==> src/sv/adsr_envelope_generator_top_defines.svh <==
// ---------------------------------------------------------------------------
// ADSR envelope generator assertion macros
// Shared property forms for the concurrent checks of the envelope block.
// ---------------------------------------------------------------------------
`ifndef ADSR_ENVELOPE_GENERATOR_TOP_DEFINES_SVH
`define ADSR_ENVELOPE_GENERATOR_TOP_DEFINES_SVH

// The consequent must hold in the same cycle as the antecedent.
`define ADSR_ASSERT_IMPL(name, clk, rst, pre, post) \
  name: assert property (@(posedge clk) disable iff (rst) (pre) |-> (post)) \
    else $error("adsr check failed: same-cycle implication");

// The consequent must hold in the cycle after the antecedent.
`define ADSR_ASSERT_NEXT(name, clk, rst, pre, post) \
  name: assert property (@(posedge clk) disable iff (rst) (pre) |=> (post)) \
    else $error("adsr check failed: next-cycle implication");

`endif

==> src/sv/adsr_pkg.sv <==
// ---------------------------------------------------------------------------
// ADSR package
// Default sizes, register indexes, stage codes and shared types.
// ---------------------------------------------------------------------------
package adsr_pkg;

  localparam int COUNT_BITS_DEF      = 20;
  localparam int LEVEL_FRAC_BITS_DEF = 15;
  localparam int CFG_INDEX_BITS      = 2;
  localparam int STAGE_BITS          = 3;

  localparam logic [CFG_INDEX_BITS-1:0] CFG_ATTACK  = 2'd0;
  localparam logic [CFG_INDEX_BITS-1:0] CFG_DECAY   = 2'd1;
  localparam logic [CFG_INDEX_BITS-1:0] CFG_RELEASE = 2'd2;
  localparam logic [CFG_INDEX_BITS-1:0] CFG_SUSTAIN = 2'd3;

  typedef enum logic [STAGE_BITS-1:0] {
    STAGE_ATTACK  = 3'd0,
    STAGE_DECAY   = 3'd1,
    STAGE_SUSTAIN = 3'd2,
    STAGE_RELEASE = 3'd3,
    STAGE_DONE    = 3'd4
  } adsr_stage_t;

  // Status of a finished sample handed from the controller to the output stage.
  typedef struct packed {
    logic        valid;
    logic        sounding;
    adsr_stage_t stage;
  } adsr_res_t;

endpackage

==> src/sv/adsr_muldiv.sv <==
// ---------------------------------------------------------------------------
// ADSR serial multiply-divide unit
// Computes op_a * op_b / divisor, one product bit and then one quotient bit
// per cycle. The caller guarantees op_b <= divisor and op_a <= full scale.
// ---------------------------------------------------------------------------
module adsr_muldiv import adsr_pkg::*; #(
  parameter int COUNT_BITS      = COUNT_BITS_DEF,
  parameter int LEVEL_FRAC_BITS = LEVEL_FRAC_BITS_DEF
) (
  input  logic                     clk,
  input  logic                     rst,
  input  logic                     start,
  input  logic [LEVEL_FRAC_BITS:0] op_a,
  input  logic [COUNT_BITS-1:0]    op_b,
  input  logic [COUNT_BITS-1:0]    divisor,
  output logic                     done,
  output logic [LEVEL_FRAC_BITS:0] quot
);

  localparam int LW    = LEVEL_FRAC_BITS + 1;
  localparam int PW    = LW + COUNT_BITS;
  localparam int CNT_W = $clog2(LW);
  localparam logic [CNT_W-1:0] LAST = CNT_W'(LW - 1);

  typedef enum logic [1:0] {M_IDLE, M_MUL, M_DIV} state_t;

  state_t                state;
  logic [CNT_W-1:0]      cnt;
  logic [PW-1:0]         acc;
  logic [LW-1:0]         a_sh;
  logic [COUNT_BITS-1:0] b_reg;
  logic [COUNT_BITS-1:0] d_reg;
  logic [COUNT_BITS-1:0] rem;

  logic [PW-1:0]         acc_next;
  logic [COUNT_BITS:0]   rem_try;
  logic [COUNT_BITS:0]   rem_next;
  logic                  q_bit;

  always_comb begin
    acc_next = {acc[PW-2:0], 1'b0} + (a_sh[LW-1] ? PW'(b_reg) : '0);
    rem_try  = {rem, a_sh[LW-1]};
    q_bit    = (rem_try >= {1'b0, d_reg});
    rem_next = q_bit ? (rem_try - {1'b0, d_reg}) : rem_try;
  end

  // The multiplier bits leave a_sh at the top; during division the low
  // product bits leave at the top while quotient bits enter at the bottom.
  always_ff @(posedge clk) begin
    if (rst) begin
      state <= M_IDLE;
      cnt   <= '0;
      done  <= 1'b0;
    end else begin
      case (state)
        M_IDLE: begin
          done <= 1'b0;
          if (start) begin
            a_sh  <= op_a;
            b_reg <= op_b;
            d_reg <= divisor;
            acc   <= '0;
            cnt   <= '0;
            state <= M_MUL;
          end
        end
        M_MUL: begin
          done <= 1'b0;
          acc  <= acc_next;
          if (cnt == LAST) begin
            cnt   <= '0;
            rem   <= acc_next[PW-1:LW];
            a_sh  <= acc_next[LW-1:0];
            state <= M_DIV;
          end else begin
            cnt  <= cnt + 1'b1;
            a_sh <= {a_sh[LW-2:0], 1'b0};
          end
        end
        M_DIV: begin
          rem  <= rem_next[COUNT_BITS-1:0];
          a_sh <= {a_sh[LW-2:0], q_bit};
          if (cnt == LAST) begin
            cnt   <= '0;
            done  <= 1'b1;
            state <= M_IDLE;
          end else begin
            cnt  <= cnt + 1'b1;
            done <= 1'b0;
          end
        end
        default: begin
          done  <= 1'b0;
          state <= M_IDLE;
        end
      endcase
    end
  end

  assign quot = a_sh;

endmodule

==> src/sv/adsr_ctrl.sv <==
// ---------------------------------------------------------------------------
// ADSR controller
// Holds the configuration and envelope state, applies note events and
// stage transitions, and drives the serial multiply-divide unit.
// ---------------------------------------------------------------------------
`include "adsr_envelope_generator_top_defines.svh"

module adsr_ctrl import adsr_pkg::*; #(
  parameter int COUNT_BITS      = COUNT_BITS_DEF,
  parameter int LEVEL_FRAC_BITS = LEVEL_FRAC_BITS_DEF,
  parameter int CFG_W           = COUNT_BITS_DEF
) (
  input  logic                      clk,
  input  logic                      rst,
  input  logic                      cfg_wr_en,
  input  logic [CFG_INDEX_BITS-1:0] cfg_index,
  input  logic [CFG_W-1:0]          cfg_data,
  input  logic                      in_valid,
  output logic                      in_stall,
  input  logic                      note_on,
  input  logic                      note_off,
  output logic                      md_start,
  output logic [LEVEL_FRAC_BITS:0]  md_op_a,
  output logic [COUNT_BITS-1:0]     md_op_b,
  output logic [COUNT_BITS-1:0]     md_divisor,
  input  logic                      md_done,
  input  logic [LEVEL_FRAC_BITS:0]  md_quot,
  output adsr_res_t                 res,
  output logic [LEVEL_FRAC_BITS:0]  res_env,
  input  logic                      res_take
);

  localparam int LW = LEVEL_FRAC_BITS + 1;
  localparam logic [LW-1:0]         FULL    = {1'b1, {LEVEL_FRAC_BITS{1'b0}}};
  localparam logic [COUNT_BITS-1:0] ONE_LEN = COUNT_BITS'(1);

  typedef enum logic [1:0] {S_IDLE, S_CALC, S_RESULT} state_t;

  state_t                state;
  adsr_stage_t           stage_reg;
  adsr_stage_t           work_stage;
  adsr_stage_t           res_stage;
  logic [COUNT_BITS-1:0] position;
  logic [LW-1:0]         held;
  logic                  pending;
  logic                  res_sounding;
  logic [COUNT_BITS-1:0] attack_len;
  logic [COUNT_BITS-1:0] decay_len;
  logic [COUNT_BITS-1:0] release_len;
  logic [LW-1:0]         sustain;

  logic                  accept;
  adsr_stage_t           st0;
  adsr_stage_t           st1;
  logic [COUNT_BITS-1:0] pos0;
  logic [COUNT_BITS-1:0] pos1;
  logic [LW-1:0]         held0;
  logic                  pend0;
  logic                  pend1;
  logic                  go_rel;
  logic [LW-1:0]         sus_c;
  logic [COUNT_BITS-1:0] len_sel;
  logic [COUNT_BITS-1:0] len;
  logic [COUNT_BITS-1:0] p;
  logic [COUNT_BITS:0]   pos_inc;
  logic                  stage_end;
  logic [LW-1:0]         env_calc;

  assign accept   = in_valid && (state == S_IDLE);
  assign in_stall = (state != S_IDLE);

  // A note-on restarts first, then a note-off sets the pending flag, which
  // moves any active stage other than release into release.
  always_comb begin
    st0    = note_on ? STAGE_ATTACK : stage_reg;
    pos0   = note_on ? '0 : position;
    held0  = note_on ? '0 : held;
    pend0  = (note_on ? 1'b0 : pending) | note_off;
    go_rel = pend0 && (st0 != STAGE_RELEASE) && (st0 != STAGE_DONE);
    st1    = go_rel ? STAGE_RELEASE : st0;
    pos1   = go_rel ? '0 : pos0;
    pend1  = go_rel ? 1'b0 : pend0;
    sus_c  = (sustain > FULL) ? FULL : sustain;

    case (st1)
      STAGE_ATTACK: len_sel = attack_len;
      STAGE_DECAY:  len_sel = decay_len;
      default:      len_sel = release_len;
    endcase
    len       = (len_sel == '0) ? ONE_LEN : len_sel;
    p         = (pos1 > len) ? len : pos1;
    pos_inc   = {1'b0, pos1} + {{COUNT_BITS{1'b0}}, 1'b1};
    stage_end = (pos_inc >= {1'b0, len});

    case (st1)
      STAGE_ATTACK: md_op_a = FULL;
      STAGE_DECAY:  md_op_a = FULL - sus_c;
      default:      md_op_a = held0;
    endcase
    md_op_b    = (st1 == STAGE_RELEASE) ? (len - p) : p;
    md_divisor = len;
    md_start   = accept && ((st1 == STAGE_ATTACK) || (st1 == STAGE_DECAY) ||
                            ((st1 == STAGE_RELEASE) && !stage_end));

    env_calc = (work_stage == STAGE_DECAY) ? (FULL - md_quot) : md_quot;
  end

  always_ff @(posedge clk) begin
    if (rst) begin
      state        <= S_IDLE;
      stage_reg    <= STAGE_DONE;
      work_stage   <= STAGE_DONE;
      res_stage    <= STAGE_DONE;
      res_sounding <= 1'b0;
      res_env      <= '0;
      position     <= '0;
      held         <= '0;
      pending      <= 1'b0;
      attack_len   <= ONE_LEN;
      decay_len    <= ONE_LEN;
      release_len  <= ONE_LEN;
      sustain      <= FULL;
    end else begin
      if (cfg_wr_en) begin
        case (cfg_index)
          CFG_ATTACK:  attack_len  <= cfg_data[COUNT_BITS-1:0];
          CFG_DECAY:   decay_len   <= cfg_data[COUNT_BITS-1:0];
          CFG_RELEASE: release_len <= cfg_data[COUNT_BITS-1:0];
          CFG_SUSTAIN: sustain     <= cfg_data[LW-1:0];
          default: ;
        endcase
      end

      case (state)
        S_IDLE: begin
          if (accept) begin
            // The end of release also drops a note-off that arrived during it.
            pending    <= ((st1 == STAGE_RELEASE) && stage_end) ? 1'b0 : pend1;
            held       <= (st1 == STAGE_SUSTAIN) ? sus_c : held0;
            work_stage <= st1;
            case (st1)
              STAGE_ATTACK: begin
                position  <= stage_end ? '0 : pos_inc[COUNT_BITS-1:0];
                stage_reg <= stage_end ? STAGE_DECAY : STAGE_ATTACK;
                state     <= S_CALC;
              end
              STAGE_DECAY: begin
                position  <= stage_end ? '0 : pos_inc[COUNT_BITS-1:0];
                stage_reg <= stage_end ? STAGE_SUSTAIN : STAGE_DECAY;
                state     <= S_CALC;
              end
              STAGE_SUSTAIN: begin
                position     <= pos1;
                stage_reg    <= STAGE_SUSTAIN;
                res_env      <= sus_c;
                res_sounding <= 1'b1;
                res_stage    <= STAGE_SUSTAIN;
                state        <= S_RESULT;
              end
              STAGE_RELEASE: begin
                if (stage_end) begin
                  position     <= '0;
                  stage_reg    <= STAGE_DONE;
                  res_env      <= '0;
                  res_sounding <= 1'b0;
                  res_stage    <= STAGE_DONE;
                  state        <= S_RESULT;
                end else begin
                  position  <= pos_inc[COUNT_BITS-1:0];
                  stage_reg <= STAGE_RELEASE;
                  state     <= S_CALC;
                end
              end
              default: begin
                position     <= pos1;
                stage_reg    <= STAGE_DONE;
                res_env      <= '0;
                res_sounding <= 1'b0;
                res_stage    <= STAGE_DONE;
                state        <= S_RESULT;
              end
            endcase
          end
        end
        S_CALC: begin
          if (md_done) begin
            res_env      <= env_calc;
            res_sounding <= 1'b1;
            res_stage    <= stage_reg;
            // Release scales the level captured before it, so it keeps it.
            if (work_stage != STAGE_RELEASE) begin
              held <= env_calc;
            end
            state <= S_RESULT;
          end
        end
        S_RESULT: begin
          if (res_take) begin
            state <= S_IDLE;
          end
        end
        default: state <= S_IDLE;
      endcase
    end
  end

  always_comb begin
    res.valid    = (state == S_RESULT);
    res.sounding = res_sounding;
    res.stage    = res_stage;
  end

  `ADSR_ASSERT_IMPL(a_done_while_calc, clk, rst, md_done, state == S_CALC)
  `ADSR_ASSERT_NEXT(a_start_enters_calc, clk, rst, md_start, state == S_CALC)
  `ADSR_ASSERT_IMPL(a_silent_is_zero, clk, rst, res.valid && !res.sounding, res_env == '0)
  `ADSR_ASSERT_IMPL(a_sounding_vs_stage, clk, rst, res.valid, res.sounding == (res.stage != STAGE_DONE))

endmodule

==> src/sv/adsr_envelope_generator_top.sv <==
// ---------------------------------------------------------------------------
// Linear ADSR envelope generator
// Produces one Q1.15 envelope gain per request, one request per sample tick.
// ---------------------------------------------------------------------------
// Usage:
//   Each input request carries note_on and note_off for one sample tick and
//   yields exactly one output request with envelope, sounding and stage.
//   Both channels use valid/stall; a request moves when valid is high and
//   stall is low. Write registers via cfg_wr_en, cfg_index and cfg_data
//   only while no request is in flight; the block does not enforce it.
//   Attack, decay and release samples run a serial multiply then a serial
//   restoring divide in the shared unit, one bit per cycle; the result then
//   passes through the controller's result register to the output register,
//   and the next request is taken only after it has left the controller.
//   Sustain, done and the final release sample skip the unit and go
//   straight to the controller's result register.
//   Reset puts the envelope in done with its control state cleared and the
//   registers at 1, 1, 1 and full scale.
//   A stalled result waits in the output register; the block still accepts
//   one more request and finishes it, then keeps in_stall high until the
//   output register frees up.
// ---------------------------------------------------------------------------
module adsr_envelope_generator_top import adsr_pkg::*; #(
  parameter int  COUNT_BITS      = COUNT_BITS_DEF,
  parameter int  LEVEL_FRAC_BITS = LEVEL_FRAC_BITS_DEF,
  localparam int CFG_W = (COUNT_BITS > LEVEL_FRAC_BITS) ? COUNT_BITS : LEVEL_FRAC_BITS + 1
) (
  input  logic                      clk,
  input  logic                      rst,
  input  logic                      cfg_wr_en,
  input  logic [CFG_INDEX_BITS-1:0] cfg_index,
  input  logic [CFG_W-1:0]          cfg_data,
  input  logic                      in_valid,
  output logic                      in_stall,
  input  logic                      note_on,
  input  logic                      note_off,
  output logic                      out_valid,
  input  logic                      out_stall,
  output logic [LEVEL_FRAC_BITS:0]  envelope,
  output logic                      sounding,
  output logic [STAGE_BITS-1:0]     stage
);

  logic                     md_start;
  logic [LEVEL_FRAC_BITS:0] md_op_a;
  logic [COUNT_BITS-1:0]    md_op_b;
  logic [COUNT_BITS-1:0]    md_divisor;
  logic                     md_done;
  logic [LEVEL_FRAC_BITS:0] md_quot;
  adsr_res_t                res;
  logic [LEVEL_FRAC_BITS:0] res_env;
  logic                     res_take;

  adsr_ctrl #(
    .COUNT_BITS      (COUNT_BITS),
    .LEVEL_FRAC_BITS (LEVEL_FRAC_BITS),
    .CFG_W           (CFG_W)
  ) u_ctrl (
    .clk        (clk),
    .rst        (rst),
    .cfg_wr_en  (cfg_wr_en),
    .cfg_index  (cfg_index),
    .cfg_data   (cfg_data),
    .in_valid   (in_valid),
    .in_stall   (in_stall),
    .note_on    (note_on),
    .note_off   (note_off),
    .md_start   (md_start),
    .md_op_a    (md_op_a),
    .md_op_b    (md_op_b),
    .md_divisor (md_divisor),
    .md_done    (md_done),
    .md_quot    (md_quot),
    .res        (res),
    .res_env    (res_env),
    .res_take   (res_take)
  );

  adsr_muldiv #(
    .COUNT_BITS      (COUNT_BITS),
    .LEVEL_FRAC_BITS (LEVEL_FRAC_BITS)
  ) u_muldiv (
    .clk     (clk),
    .rst     (rst),
    .start   (md_start),
    .op_a    (md_op_a),
    .op_b    (md_op_b),
    .divisor (md_divisor),
    .done    (md_done),
    .quot    (md_quot)
  );

  // The output register loads a waiting result whenever it is empty or being drained.
  assign res_take = res.valid && (!out_valid || !out_stall);

  always_ff @(posedge clk) begin
    if (rst) begin
      out_valid <= 1'b0;
    end else if (res_take) begin
      out_valid <= 1'b1;
    end else if (!out_stall) begin
      out_valid <= 1'b0;
    end
  end

  always_ff @(posedge clk) begin
    if (res_take) begin
      envelope <= res_env;
      sounding <= res.sounding;
      stage    <= res.stage;
    end
  end

endmodule
==> config.mk <==
export PLATFORM = sky130hd
export DESIGN_NAME = adsr_envelope_generator_top
export DESIGN_NICKNAME = d
export VERILOG_FILES = /design/src/sv/adsr_pkg.sv /design/src/sv/adsr_muldiv.sv /design/src/sv/adsr_ctrl.sv /design/src/sv/adsr_envelope_generator_top.sv
export VERILOG_INCLUDE_DIRS = /design/src /design/src/sv
export SDC_FILE = /design/constraint.sdc
export NUM_CORES = 1
export LEC_CHECK = 0
export ABC_CLOCK_PERIOD_IN_PS = 10600
export BUFFER_PORTS_ARGS = -buffer_cell sky130_fd_sc_hd__buf_2
export CAP_MARGIN = 20
export CORE_MARGIN = 2
export CORE_UTILIZATION = 49
export CTS_BUF_LIST = sky130_fd_sc_hd__clkbuf_4
export CTS_CLUSTER_DIAMETER = 120
export DETAILED_ROUTE_END_ITERATION = 10
export GPL_TIMING_DRIVEN = 0
export PLACE_DENSITY_LB_ADDON = 0.2
export SLEW_MARGIN = 25
export SYNTH_ARGS = -nofsm -noshare
export SYNTH_HDL_FRONTEND = slang
export SYNTH_SLANG_ARGS = --single-unit
==> constraint.sdc <==
create_clock -name clk -period 10.6 [get_ports clk]
set_input_delay 3.18 -clock clk [delete_from_list [all_inputs] [get_ports clk]]
set_output_delay 3.18 -clock clk [all_outputs]
set_load 0.1 [all_outputs]
==> flow_summary.toml <==
[critical_path]
r2r-start = "u_ctrl.stage_reg[0]"
reg2reg_to = "u_muldiv.b_reg[18]"
worst-path-stages = 31
r2r_slack_ps = 2380
cp_num_buf_inv = 8
crit_slowest_cell = "or4b_1"
crit_start = "note_on"
critical_path_class = "in -> reg"
start_kind = "primary input"
cp.arrival_ps = 10760
worstPathRequired_ps = 11060
crit_family = "compound AO/OA/AOI/OAI gates"
path_max_fanout = 10
cp-end-kind = "flip-flop"
reg2reg_depth = 28
crit_end = "u_muldiv.b_reg[18]"
slowest_delay_ps = 520

[pwr]
power_mw = 3.09
p_leak_nw = 7.53
power_density_nw_per_um2 = 158
ir_drop_mv = 0.111

[grt]
antenna_found_initial = 1
grt_pass1_vias = 15100
grt_max_degree = 26
grt_overflow = 0
grt_pass1_wl_um = 82500
grtUsageTotal_pct = 28.8

[timing]
finalCritPeriodShare_pct = 97.1
grt_setup_unrepaired = "no"
hold_viol_final = 0
worst_pin_slew_ps = 1020
fin_crit_ps = 10300
slew-limit-headroom_pct = 31.1
setup-tns-final_ps = 0
setup_viol = 0
fmax_mhz = 97.1
fin_skew_ps = 67.9
drv_slew = 0

[clocking]
clock_sink_count = 280
clk_pin_slew_worst_paths_ps = 60
cts_max_level = 3
clk_latency_ps = 780
cts_tree = "built"
clk_path_buf_depth = 3
cts_made_buffers = 80
cts_setup_buffers = 0
clockRootBuffer = "clkbuf_4"

[place]
placed_area_sq_um = 18400
place.gp.congestion = 0.943
port_buffers = 49
place_hpwl_um = 40000

[yosys]
ys.flop_type = "dfxtp_1"
avgSynthCellArea_sq_um = 8.42
synth_top_area_cell = "edfxtp_1"
syn_inst = 2071
synth_top_area_share_pct = 22.6
synthTopCellsByArea = "edfxtp_1 23%, dfxtp_1 17%, nand2_1 7.2%"
synth-seq-cells = 280
syn_area_sq_um = 17400
ys_top_cells_by_count = "335 x nand2_1, 196 x a21oi_1, 193 x nor2_1"
async_reset_ff_share_pct = 0
yosysSeqAreaShare_pct = 39.7
synth_enable_flop_cells = 131
yosys_warnings = 0
synthMostInstantiatedCell = "nand2_1"
synth_cell_type_count = 100
synth.net_count = 2203

[job]
cap_viol_max_count = 0

[route]
drc = 0
vias_per_cell = 5.89
ant_nets = 0
dr.pass1.iters = 5
wirelength_um = 52800
wl_per_cell_um = 19.4
vias = 16100
drt_iter0_drc = 1492

[layout]
largest_register_ffs = 35
n_fill_cell = 3312
finalInstanceArea_sq_um = 19500
finalNetCount = 2342
drive_above_1_share_pct = 11.7
syn2layout_area_growth_pct = 11.7
largest_register = "u_muldiv.acc"

[floorplanning]
ios = 51
start_util_pct = 49.4
die_y_um = 193
core_area_sq_um = 35300
die_w_um = 193
die_area_sq_um = 37100
std_cell_rows = 69

[min_path]
holdCritPathClass = "reg -> reg"

[outcome]
status = "completed"
## cell usage in the layout, fill, tap and decap left out, drive strengths merged, types with 37 or more instances in the layout
master	instances
clkbuf	189
dfxtp	149
o21ai	131
ha	100
nor2	196
nor3	58
buf	71
nand2	336
and2	39
nand3	57
xor2	44
edfxtp	131
inv	96
xnor2	37
a21oi	199
## worst min path at each step
stage / startpoint / endpoint / slack (ps) / depth (start not counted)
CTS: u_ctrl.res_env[5] / envelope[5] / 430 / 0
floorplan: u_ctrl.res_env[0] / envelope[0] / 410 / 0
finish: u_ctrl.res_env[5] / envelope[5] / 430 / 0
global route: u_ctrl.res_env[14] / envelope[14] / 440 / 0
detailed placement: u_ctrl.res_env[5] / envelope[5] / 420 / 0
global placement: u_ctrl.res_env[8] / envelope[8] / 410 / 0
## repair_timing
| item | 4_1_cts | 5_1_grt |
|---|---|---|
| cloned | 0 | 0 |
| gates resized for setup | 9 | 10 |
| hold buffers | 0 | 0 |
| setup endpoints to repair | 13 | 7 |
## per-stage QoR
step           setup slack [ps]  std cells  util (%)  hold slack, ps
2_1_floorplan               717       2071         -             408
6_report                    302       2725      55.2             431
4_1_cts                     157       2724      55.1             432
5_1_grt                    17.8       2725      55.2             442
3_3_place_gp              -2130       2581      51.7             414
3_5_place_dp              -1830       2590      52.1             416
## routing by layer
| metal | global-route usage [%] | up-vias | share of wire, % |
|---|---|---|---|
| li1 | - | 7730 | - |
| met1 | 39.6 | 7650 | 45 |
| met2 | 45.0 | 582 | 45 |
| met3 | 5.20 | 97 | 6.8 |
| met4 | 10.8 | 0 | 2.9 |
| met5 | 0 | - | 0 |
## where the power goes
group | switching, mW | leakage [nW] | internal, mW
registers | 0.0493 | 2.42 | 1.23
clock network | 0.482 | 0.584 | 0.547
logic | 0.523 | 4.53 | 0.261
total | 1.05 | 7.53 | 2.03
## kinds of logic after synthesis
group / after synthesis / synth area share, %
mux: 34 / 1.98
buf+inv: 200 / 4.61
xor+xnor: 81 / 4.07
simple gates: 833 / 22.5
compound gates: 538 / 19.6
flops: 280 / 39.7
fa+ha+maj: 105 / 7.64
## area by class of cell
class                           instances  area [sq um]  share of cell area, %
Sequential cell                       280          6920                   35.5
Multi-Input combinational cell       1591          9820                   50.4
Clock buffer                          102           766                   3.93
Clock inverter                         33           239                   1.23
Timing Repair Buffer                   58           347                   1.78
Buffer                                102           439                   2.25
Tap cell                              461           577                   2.96
Inverter                               97           374                   1.92
Antenna cell                            1          2.50                 0.0128
Power figures use the tool's default switching activity.
